## src/rtl/core/clock_offset_aligner_unit_assert.svh

```systemverilog
// Assertion macros for the clock offset aligner.
`ifndef CLOCK_OFFSET_ALIGNER_UNIT_ASSERT_SVH
`define CLOCK_OFFSET_ALIGNER_UNIT_ASSERT_SVH

// Check a consequence in the same cycle as its cause.
`define COA_ASSERT_NOW(label, clk, rstn, ante, cons, msg) \
  label: assert property (@(posedge clk) disable iff (!rstn) (ante) |-> (cons)) \
    else $error(msg);

// Check a consequence in the cycle after its cause.
`define COA_ASSERT_NEXT(label, clk, rstn, ante, cons, msg) \
  label: assert property (@(posedge clk) disable iff (!rstn) (ante) |=> (cons)) \
    else $error(msg);

`endif

```

## src/rtl/core/coa_pkg.sv

```systemverilog
// Types, constants and scaling helpers shared by the clock offset aligner.
`default_nettype none

package coa_pkg;

  typedef enum logic [2:0] {
    ReqUtc         = 3'd0,
    ReqGpsRaw      = 3'd1,
    ReqSync        = 3'd2,
    ReqArrival     = 3'd3,
    ReqManual      = 3'd4,
    ReqUnlock      = 3'd5,
    ReqToSession   = 3'd6,
    ReqFromSession = 3'd7
  } coa_req_e;

  localparam logic [2:0] RankNone    = 3'd0;
  localparam logic [2:0] RankManual  = 3'd2;
  localparam logic [2:0] RankArrival = 3'd3;
  localparam logic [2:0] RankSync    = 3'd4;
  localparam logic [2:0] RankGpsRaw  = 3'd5;
  localparam logic [2:0] RankUtc     = 3'd6;

  localparam logic CfgGpsUnixOffset = 1'b0;
  localparam logic CfgLeapSeconds   = 1'b1;

  localparam logic [31:0] GpsUnixOffsetReset = 32'd315964800;
  localparam logic [7:0]  LeapSecondsReset   = 8'd18;

  localparam logic [30:0] NsPerS       = 31'd1000000000;
  localparam logic [63:0] MaxRoundTrip = 64'd60000000000;
  localparam logic [62:0] MinRttReset  = {63{1'b1}};

  typedef struct packed {
    logic [2:0]         req_type;
    logic signed [63:0] time_a;
    logic signed [63:0] time_b;
    logic signed [63:0] time_c;
  } coa_in_t;

  typedef struct packed {
    logic               changed;
    logic signed [63:0] converted_time;
    logic signed [63:0] current_offset;
    logic [2:0]         provenance_rank;
    logic               is_locked;
    logic [35:0]        last_round_trip;
    logic [62:0]        best_round_trip;
    logic [31:0]        sync_count;
    logic signed [63:0] first_source_time;
    logic signed [63:0] last_source_time;
  } coa_out_t;

  // Scaled event, ready for the state update.
  typedef struct packed {
    coa_req_e    req;
    logic        do_align;
    logic        do_sync;
    logic [2:0]  prov;
    logic [63:0] src;
    logic [63:0] abs_ns;
    logic [35:0] rtt;
    logic [63:0] val;
  } coa_mid_t;

  // x * 1000 = x * (1024 - 16 - 8), modulo 2^64.
  function automatic logic [63:0] mul_1000(input logic [63:0] x);
    mul_1000 = (x << 10) - (x << 4) - (x << 3);
  endfunction

  // x * 1e6 = x * (2^20 - 2^16 + 2^14 + 2^9 + 2^6), modulo 2^64.
  function automatic logic [63:0] mul_1e6(input logic [63:0] x);
    mul_1e6 = (x << 20) - (x << 16) + (x << 14) + (x << 9) + (x << 6);
  endfunction

endpackage

`default_nettype wire

```

## src/rtl/core/clock_offset_aligner_unit.sv

```systemverilog
// Top level of the clock offset aligner: handshake, pipeline and alignment state.
`default_nettype none

// The block keeps one source clock's offset to a shared session timeline
// (session = source + offset) and answers every accepted transaction with one
// result carrying the whole alignment state after that event. It is a
// three-register pipeline: an input register, a scaling register that holds
// stamps already converted to nanoseconds (the constant multiplies and the
// sync-reply vetting sit in front of it), and a result register loaded by the
// state update. A new transaction can be taken every cycle until a result-side
// stall, backing up stage by stage, reaches the input; an accepted one passes
// the scaling and then the result register. The state is touched only when
// an event leaves the scaling register, so events take effect in strict
// arrival order. The two GPS configuration registers take effect for any
// event accepted after the write. Rank of an event: 6 UTC, 5 GPS raw, 4 sync,
// 3 arrival, 2 manual; a manual offset always wins and locks.
module clock_offset_aligner_unit (
  input  logic              clk_i,
  input  logic              rst_ni,
  input  logic              in_valid_i,
  output logic              in_ready_o,
  input  coa_pkg::coa_in_t  in_data_i,
  output logic              out_valid_o,
  input  logic              out_ready_i,
  output coa_pkg::coa_out_t out_data_o,
  input  logic              cfg_we_i,
  input  logic              cfg_idx_i,
  input  logic [31:0]       cfg_wdata_i
);
  import coa_pkg::*;

  // Configuration
  logic [31:0] gps_off_q;
  logic [7:0]  leap_q;

  // Pipeline
  coa_in_t  in_q;
  logic     in_vld_q;
  coa_mid_t mid_d, mid_q;
  logic     mid_vld_q;
  coa_out_t res_d, res_q;
  logic     res_vld_q;
  logic     adv_res, adv_mid, upd;

  // Alignment state
  logic [63:0] epoch_d, epoch_q;
  logic        epoch_known_d, epoch_known_q;
  logic [63:0] offset_d, offset_q;
  logic [2:0]  rank_d, rank_q;
  logic        lock_d, lock_q;
  logic [63:0] first_d, first_q;
  logic        have_first_d, have_first_q;
  logic [63:0] last_d, last_q;
  logic [35:0] rtt_d, rtt_q;
  logic [62:0] min_rtt_d, min_rtt_q;
  logic [31:0] count_d, count_q;

  logic [63:0] epoch_used, new_off, conv;
  logic        take, chg;

  // Configuration writes: no wait, no read-back.
  always_ff @(posedge clk_i or negedge rst_ni) begin
    if (!rst_ni) begin
      gps_off_q <= GpsUnixOffsetReset;
      leap_q    <= LeapSecondsReset;
    end else if (cfg_we_i) begin
      case (cfg_idx_i)
        CfgGpsUnixOffset: gps_off_q <= cfg_wdata_i;
        CfgLeapSeconds:   leap_q    <= cfg_wdata_i[7:0];
        default:          ;
      endcase
    end
  end

  // Advance a stage when the one after it is empty or moving.
  assign adv_res    = !res_vld_q || out_ready_i;
  assign adv_mid    = !mid_vld_q || adv_res;
  assign in_ready_o = !in_vld_q || adv_mid;
  assign upd        = mid_vld_q && adv_res;

  always_ff @(posedge clk_i or negedge rst_ni) begin
    if (!rst_ni) begin
      in_vld_q  <= 1'b0;
      mid_vld_q <= 1'b0;
      res_vld_q <= 1'b0;
    end else begin
      if (in_ready_o) begin
        in_vld_q <= in_valid_i;
      end
      if (adv_mid) begin
        mid_vld_q <= in_vld_q;
      end
      if (adv_res) begin
        res_vld_q <= mid_vld_q;
      end
    end
  end

  // Payload registers: hold while stalled.
  always_ff @(posedge clk_i) begin
    if (in_valid_i && in_ready_o) begin
      in_q <= in_data_i;
    end
    if (in_vld_q && adv_mid) begin
      mid_q <= mid_d;
    end
    if (upd) begin
      res_q <= res_d;
    end
  end

  coa_prep u_prep (
    .in_i      (in_q),
    .gps_off_i (gps_off_q),
    .leap_i    (leap_q),
    .mid_o     (mid_d)
  );

  // State update for the event leaving the scaling register.
  assign epoch_used = epoch_known_q ? epoch_q : mid_q.abs_ns;
  assign new_off    = mid_q.abs_ns - epoch_used - mid_q.src;
  assign take       = !lock_q && (mid_q.prov >= rank_q);

  always_comb begin
    epoch_d       = epoch_q;
    epoch_known_d = epoch_known_q;
    offset_d      = offset_q;
    rank_d        = rank_q;
    lock_d        = lock_q;
    first_d       = first_q;
    have_first_d  = have_first_q;
    last_d        = last_q;
    rtt_d         = rtt_q;
    min_rtt_d     = min_rtt_q;
    count_d       = count_q;
    chg           = 1'b0;
    conv          = 64'd0;

    // Accepted sync reply: update round-trip statistics.
    if (mid_q.do_sync) begin
      rtt_d   = mid_q.rtt;
      count_d = count_q + 32'd1;
      if ({27'd0, mid_q.rtt} < min_rtt_q) begin
        min_rtt_d = {27'd0, mid_q.rtt};
      end
    end

    // Absolute time seen: note the source, adopt the epoch, maybe take offset.
    if (mid_q.do_align) begin
      if (!have_first_q) begin
        first_d      = mid_q.src;
        have_first_d = 1'b1;
      end
      last_d        = mid_q.src;
      epoch_d       = epoch_used;
      epoch_known_d = 1'b1;
      if (take) begin
        chg      = (new_off != offset_q) || (mid_q.prov != rank_q);
        offset_d = new_off;
        rank_d   = mid_q.prov;
      end
    end

    case (mid_q.req)
      ReqManual: begin
        chg      = (mid_q.val != offset_q) || (rank_q != RankManual);
        offset_d = mid_q.val;
        rank_d   = RankManual;
        lock_d   = 1'b1;
      end
      ReqUnlock: begin
        lock_d = 1'b0;
      end
      ReqToSession: begin
        conv = mid_q.val + offset_q;
      end
      ReqFromSession: begin
        conv = mid_q.val - offset_q;
      end
      default: ;
    endcase
  end

  always_comb begin
    res_d.changed           = chg;
    res_d.converted_time    = conv;
    res_d.current_offset    = offset_d;
    res_d.provenance_rank   = rank_d;
    res_d.is_locked         = lock_d;
    res_d.last_round_trip   = rtt_d;
    res_d.best_round_trip   = min_rtt_d;
    res_d.sync_count        = count_d;
    res_d.first_source_time = first_d;
    res_d.last_source_time  = last_d;
  end

  always_ff @(posedge clk_i or negedge rst_ni) begin
    if (!rst_ni) begin
      epoch_q       <= 64'd0;
      epoch_known_q <= 1'b0;
      offset_q      <= 64'd0;
      rank_q        <= RankNone;
      lock_q        <= 1'b0;
      first_q       <= 64'd0;
      have_first_q  <= 1'b0;
      last_q        <= 64'd0;
      rtt_q         <= 36'd0;
      min_rtt_q     <= MinRttReset;
      count_q       <= 32'd0;
    end else if (upd) begin
      epoch_q       <= epoch_d;
      epoch_known_q <= epoch_known_d;
      offset_q      <= offset_d;
      rank_q        <= rank_d;
      lock_q        <= lock_d;
      first_q       <= first_d;
      have_first_q  <= have_first_d;
      last_q        <= last_d;
      rtt_q         <= rtt_d;
      min_rtt_q     <= min_rtt_d;
      count_q       <= count_d;
    end
  end

  assign out_valid_o = res_vld_q;
  assign out_data_o  = res_q;

  `include "clock_offset_aligner_unit_assert.svh"

  // A locked alignment can only carry the manual rank.
  `COA_ASSERT_NOW(a_lock_rank, clk_i, rst_ni, out_valid_o && out_data_o.is_locked, out_data_o.provenance_rank == RankManual, "locked result without manual rank")

  // The best round trip never exceeds the last one once a reply is counted.
  `COA_ASSERT_NOW(a_best_le_last, clk_i, rst_ni, out_valid_o && (out_data_o.sync_count != 32'd0), out_data_o.best_round_trip <= {27'd0, out_data_o.last_round_trip}, "best round trip above last")

  // The reply count moves only on an accepted sync reply.
  `COA_ASSERT_NEXT(a_count_hold, clk_i, rst_ni, !(upd && mid_q.do_sync), $stable(count_q), "reply count moved without sync reply")

endmodule

`default_nettype wire

```

## src/rtl/core/coa_prep.sv

```systemverilog
// Event scaling: converts one event's stamps to nanoseconds and vets sync replies.
`default_nettype none

module coa_prep (
  input  coa_pkg::coa_in_t  in_i,
  input  logic [31:0]       gps_off_i,
  input  logic [7:0]        leap_i,
  output coa_pkg::coa_mid_t mid_o
);
  import coa_pkg::*;

  logic [63:0]        a, b, c;
  logic [63:0]        rtt;
  logic               rtt_ok;
  logic signed [32:0] shift_s;
  logic signed [63:0] shift_ns;

  assign a = in_i.time_a;
  assign b = in_i.time_b;
  assign c = in_i.time_c;

  // GPS to unix shift in seconds, then in nanoseconds (fits 64 bits signed).
  assign shift_s  = $signed({1'b0, gps_off_i}) - $signed({25'd0, leap_i});
  assign shift_ns = shift_s * $signed({1'b0, NsPerS});

  // Round trip; the unsigned compare also rejects negative values.
  assign rtt    = c - a;
  assign rtt_ok = (a != 64'd0) && (b != 64'd0) && (rtt <= MaxRoundTrip);

  always_comb begin
    mid_o          = '0;
    mid_o.req      = coa_req_e'(in_i.req_type);
    mid_o.val      = a;
    mid_o.rtt      = rtt[35:0];
    case (coa_req_e'(in_i.req_type))
      ReqUtc: begin
        mid_o.do_align = (b != 64'd0);
        mid_o.prov     = RankUtc;
        mid_o.src      = mul_1e6(a);
        mid_o.abs_ns   = mul_1000(b);
      end
      ReqGpsRaw: begin
        mid_o.do_align = (b != 64'd0);
        mid_o.prov     = RankGpsRaw;
        mid_o.src      = mul_1000(a);
        mid_o.abs_ns   = mul_1000(b) + 64'(shift_ns);
      end
      ReqSync: begin
        mid_o.do_align = rtt_ok;
        mid_o.do_sync  = rtt_ok;
        mid_o.prov     = RankSync;
        mid_o.src      = b;
        mid_o.abs_ns   = a + {1'b0, rtt[63:1]};
      end
      ReqArrival: begin
        mid_o.do_align = 1'b1;
        mid_o.prov     = RankArrival;
        mid_o.src      = a;
        mid_o.abs_ns   = b;
      end
      default: begin
        mid_o.prov     = RankNone;
      end
    endcase
  end

endmodule

`default_nettype wire

```

## config.mk

```make
export PLATFORM = sky130hd
export DESIGN_NAME = clock_offset_aligner_unit
export DESIGN_NICKNAME = d
export VERILOG_FILES = /design/src/rtl/core/coa_pkg.sv /design/src/rtl/core/clock_offset_aligner_unit.sv /design/src/rtl/core/coa_prep.sv
export VERILOG_INCLUDE_DIRS = /design/src /design/src/rtl/core
export SDC_FILE = /design/constraint.sdc
export NUM_CORES = 2
export LEC_CHECK = 0
export ABC_AREA = 1
export BUFFER_PORTS_ARGS = -buffer_cell sky130_fd_sc_hd__buf_2
export CAP_MARGIN = 20
export CORE_UTILIZATION = 30
export DETAILED_ROUTE_END_ITERATION = 16
export PLACE_DENSITY = 0.57
export SLEW_MARGIN = 20
export SYNTH_ARGS = -nofsm -noshare
export SYNTH_HDL_FRONTEND = slang
export SYNTH_SLANG_ARGS = --single-unit
```

## constraint.sdc

```tcl
create_clock -name clk_i -period 13.9 [get_ports clk_i]
set_clock_uncertainty 0.1 [all_clocks]
set_input_delay 2.085 -clock clk_i [delete_from_list [all_inputs] [get_ports clk_i]]
set_output_delay 2.085 -clock clk_i [all_outputs]
set_load 0.01 [all_outputs]
```

==> summary.txt <==
Critical path
  • CP dominant cell by count: nand2_1
  • Arr. time, crit path: 12010 ps
  • Worst-case reg-to-reg path depth: 44
  • Slowest CP cell: xor2_1
  • Worst reg2reg setup slack: 2420 ps
  • Worst path max stage delay: 760 ps
  • Crit end category: flip-flop
  • Critical path type: reg2reg
  • Setup crit start kind: flip-flop
  • R2R Path Start: leap_q[1]
  • WP data required: 14430 ps
  • CP max FO: 8
  • FF-to-FF End: mid_q[163]

STA
  • Least-Margin Pin Slew: 1210 ps
  • Fin crit period: 11480 ps
  • Min Hold Slack: 371 ps
  • Final slew viol count: 0
  • Setup_tns: 0 ps
  • Relative slew slack: 18.8%
  • Fmax: between 80 and 90 MHz
  • Final setup fails: 0
  • RSZ-0062 raised after global routing: no
  • Fin. Hold Viols: 0
  • Crit share post-route: 82.6%

Logic synthesis
  • Mapped Cells: roughly 14000
  • Synthesized Nets: 16214
  • Sequential area share after synthesis: around a third
  • Cell Area, Synth: roughly 0.11 sq mm
  • Top cell type's share of synthesized area: 21.8%
  • Number of flops mapped to enable cells by yosys: about 800
  • Post-Syn Area per Cell: just under 8 sq um
  • Synth area leaders: edfxtp_1 22%, fa_1 12%, nand2_1 10%
  • Post-synth top cells: 3020 x nand2_1, 2616 x inv_1, 1316 x nor2_1
  • Seq cells post-synth: about 1300
  • Most frequent cell after synthesis: nand2_1
  • Ys flop type: edfxtp_1
  • Post-synth top area cell: edfxtp_1
  • Post-synth cell types: 78
  • Warnings, synthesis: 0
  • Post-synth ARST share: 34.6%

Clock network
  • Maximum level of the CTS H-tree: 4
  • Total CTS buffers: 160
  • CTS Sinks: 1258
  • Post_cts resized: 0
  • # hold bufs at CTS: 0
  • CTS tree: yes
  • Post-CTS Setup Inserts: 0
  • Max clock buf depth: 4
  • Clock-pin transition on the worst setup and hold timing paths: 60 ps
  • CTS root buf: clkbuf_16
  • Worst skew pair latency: 920 ps

Detailed routing
  • WL final: 539000 um
  • DRT iter0 DRCs: 10932
  • ANT nets after route: 0
  • Post-route DRC: 0
  • Drt first pass iters: 8
  • Drt wl/cell: 26.7 um
  • Vias per Instance: 5.18
  • DR vias: roughly 100k

Hold path
  • Hold Crit Depth: 2
  • Hold Crit Endpoint: min_rtt_q[37]
  • Worst min-delay path startpoint: min_rtt_q[37]
  • Class of the worst hold path: reg2reg

Placement
  • Post-DP HPWL: between 400000 and 500000 um
  • Placed insts: 19891
  • PortBufs: roughly 630
  • Placed instance area: 0.123 sq mm
  • Routability cong.: around 1.0

Outcome
  • Status: complete, no violations

GRT
  • First-pass GRT wire length: 748000 um
  • Met3 Use GR: between 4 and 5%
  • Grt met1 use: between 30 and 40%
  • Initial antenna violation count: between 100 and 150
  • Vias in the first global route: 100682
  • Grt ovf: 0
  • Top Usage Layer GRT: met2
  • Largest net degree at the start of global routing: 184
  • Global Route Usage Sum: 27.6%
  • GR Layer Usage met2: ~44%

Die
  • Initial Util: between 30% and 40%
  • Die height: 617 um
  • # IOs: 627
  • Site row count: 225
  • Die area: between 0.3 and 0.4 sq mm
  • Chip Width: 617 um
  • Core ar.: 0.376 sq mm

Final layout
  • Fill cell count: 40006
  • Post-layout instance area: 0.128 sq mm
  • Sequential Area: 0.0357 sq mm
  • Syn-to-layout area delta: 13.1%
  • Cell Count, Final, Fillers Out: between 20000 and 25000
  • Area of the multi-input gates: between 0.06 and 0.07 sq mm
  • Share of post-route cells with drive strength above 1: ~8.6%
  • Final net count: 16849

Run
  • Max Cap Viol: 0
[per-layer routing]
layer  up-vias  wire length, um
li1      48420                -
met1     51041           231000
met2      4150           242000
met3       946            38200
met4        76            27500
met5         -              472
[cells by family after synthesis]
logic type,Yosys count,share of synthesized area (%)
fa+ha+maj,1557,21.6
compound gates,2948,14.4
simple gates,5365,19.5
flops,1258,31.5
mux,82,0.747
buf+inv,2911,9.69
xor+xnor,303,2.48
[registers in the layout, summed over array words and instances (netlist names), 63 cells and up]
register    count
epoch_q        64
first_q        64
in_q          195
last_q         64
mid_q         236
min_rtt_q      63
offset_q       64
out_data_o    392
[placed cells by master (no fill, tap or decap), types with 21 or more instances in the layout]
| master | instances |
|---|---|
| or2_2 | 84 |
| xnor2_1 | 86 |
| inv_1 | 2613 |
| a21boi_0 | 26 |
| clkbuf_1 | 33 |
| o2111ai_1 | 60 |
| fa_1 | 671 |
| nand3b_1 | 37 |
| edfxtp_1 | 823 |
| buf_4 | 125 |
| nand3_1 | 512 |
| o21bai_1 | 50 |
| clkbuf_16 | 163 |
| o21ai_0 | 1161 |
| mux2i_1 | 62 |
| clkinv_1 | 23 |
| dfstp_2 | 78 |
| nor3_1 | 121 |
| o211ai_1 | 35 |
| dfrtp_1 | 356 |
| o21a_1 | 71 |
| nand2_1 | 3013 |
| xor2_1 | 204 |
| a31oi_1 | 139 |
| nand4_1 | 142 |
| o22ai_1 | 44 |
| a21o_1 | 70 |
| ha_1 | 886 |
| nor2_1 | 1315 |
| diode_2 | 23 |
| buf_2 | 625 |
| o21ai_1 | 38 |
| o221ai_1 | 21 |
| nor4_1 | 47 |
| a21oi_1 | 1125 |
[worst max-delay path by stage]
stage | slack (ps) | to | from
detailed placement | 2670 | mid_q[163] | leap_q[1]
global route | 1910 | mid_q[154] | gps_off_q[0]
CTS | 2660 | mid_q[163] | leap_q[1]
floorplan | 4920 | mid_q[154] | leap_q[1]
global placement | 2410 | mid_q[163] | leap_q[1]
finish | 2420 | mid_q[163] | leap_q[1]
[worst max-delay path, delay by kind of cell (launching register included)]
family	cells	cell delay, ps
fa+ha+maj	10	4060
simple gates	18	3080
compound gates	9	1600
xor+xnor	2	1520
flops	1	560
buf+inv	5	290
[through the flow]
stage / utilization (%) / setup slack, ps
final: 34.1 / 2420
after global routing: 34.1 / 1910
after CTS: 34.1 / 2660
after detailed placement: 32.6 / 2670
after global placement: 32.6 / 2410
after floorplan: - / 4920
[layout make-up]
| cell class | instances | share of cell area (%) |
|---|---|---|
| antenna | 23 | 0.0449 |
| clock buffer | 205 | 3.38 |
| clock inverter | 87 | 0.818 |
| inverter | 2629 | 7.72 |
| multi-input combinational | 10255 | 52.0 |
| sequential | 1258 | 27.9 |
| tap | 4994 | 4.88 |
| timing repair buffer | 755 | 3.25 |
Power is left out: the tool's default activity adds up to more than one toggle a clock period on the data nets, which glitch-free logic cannot reach.
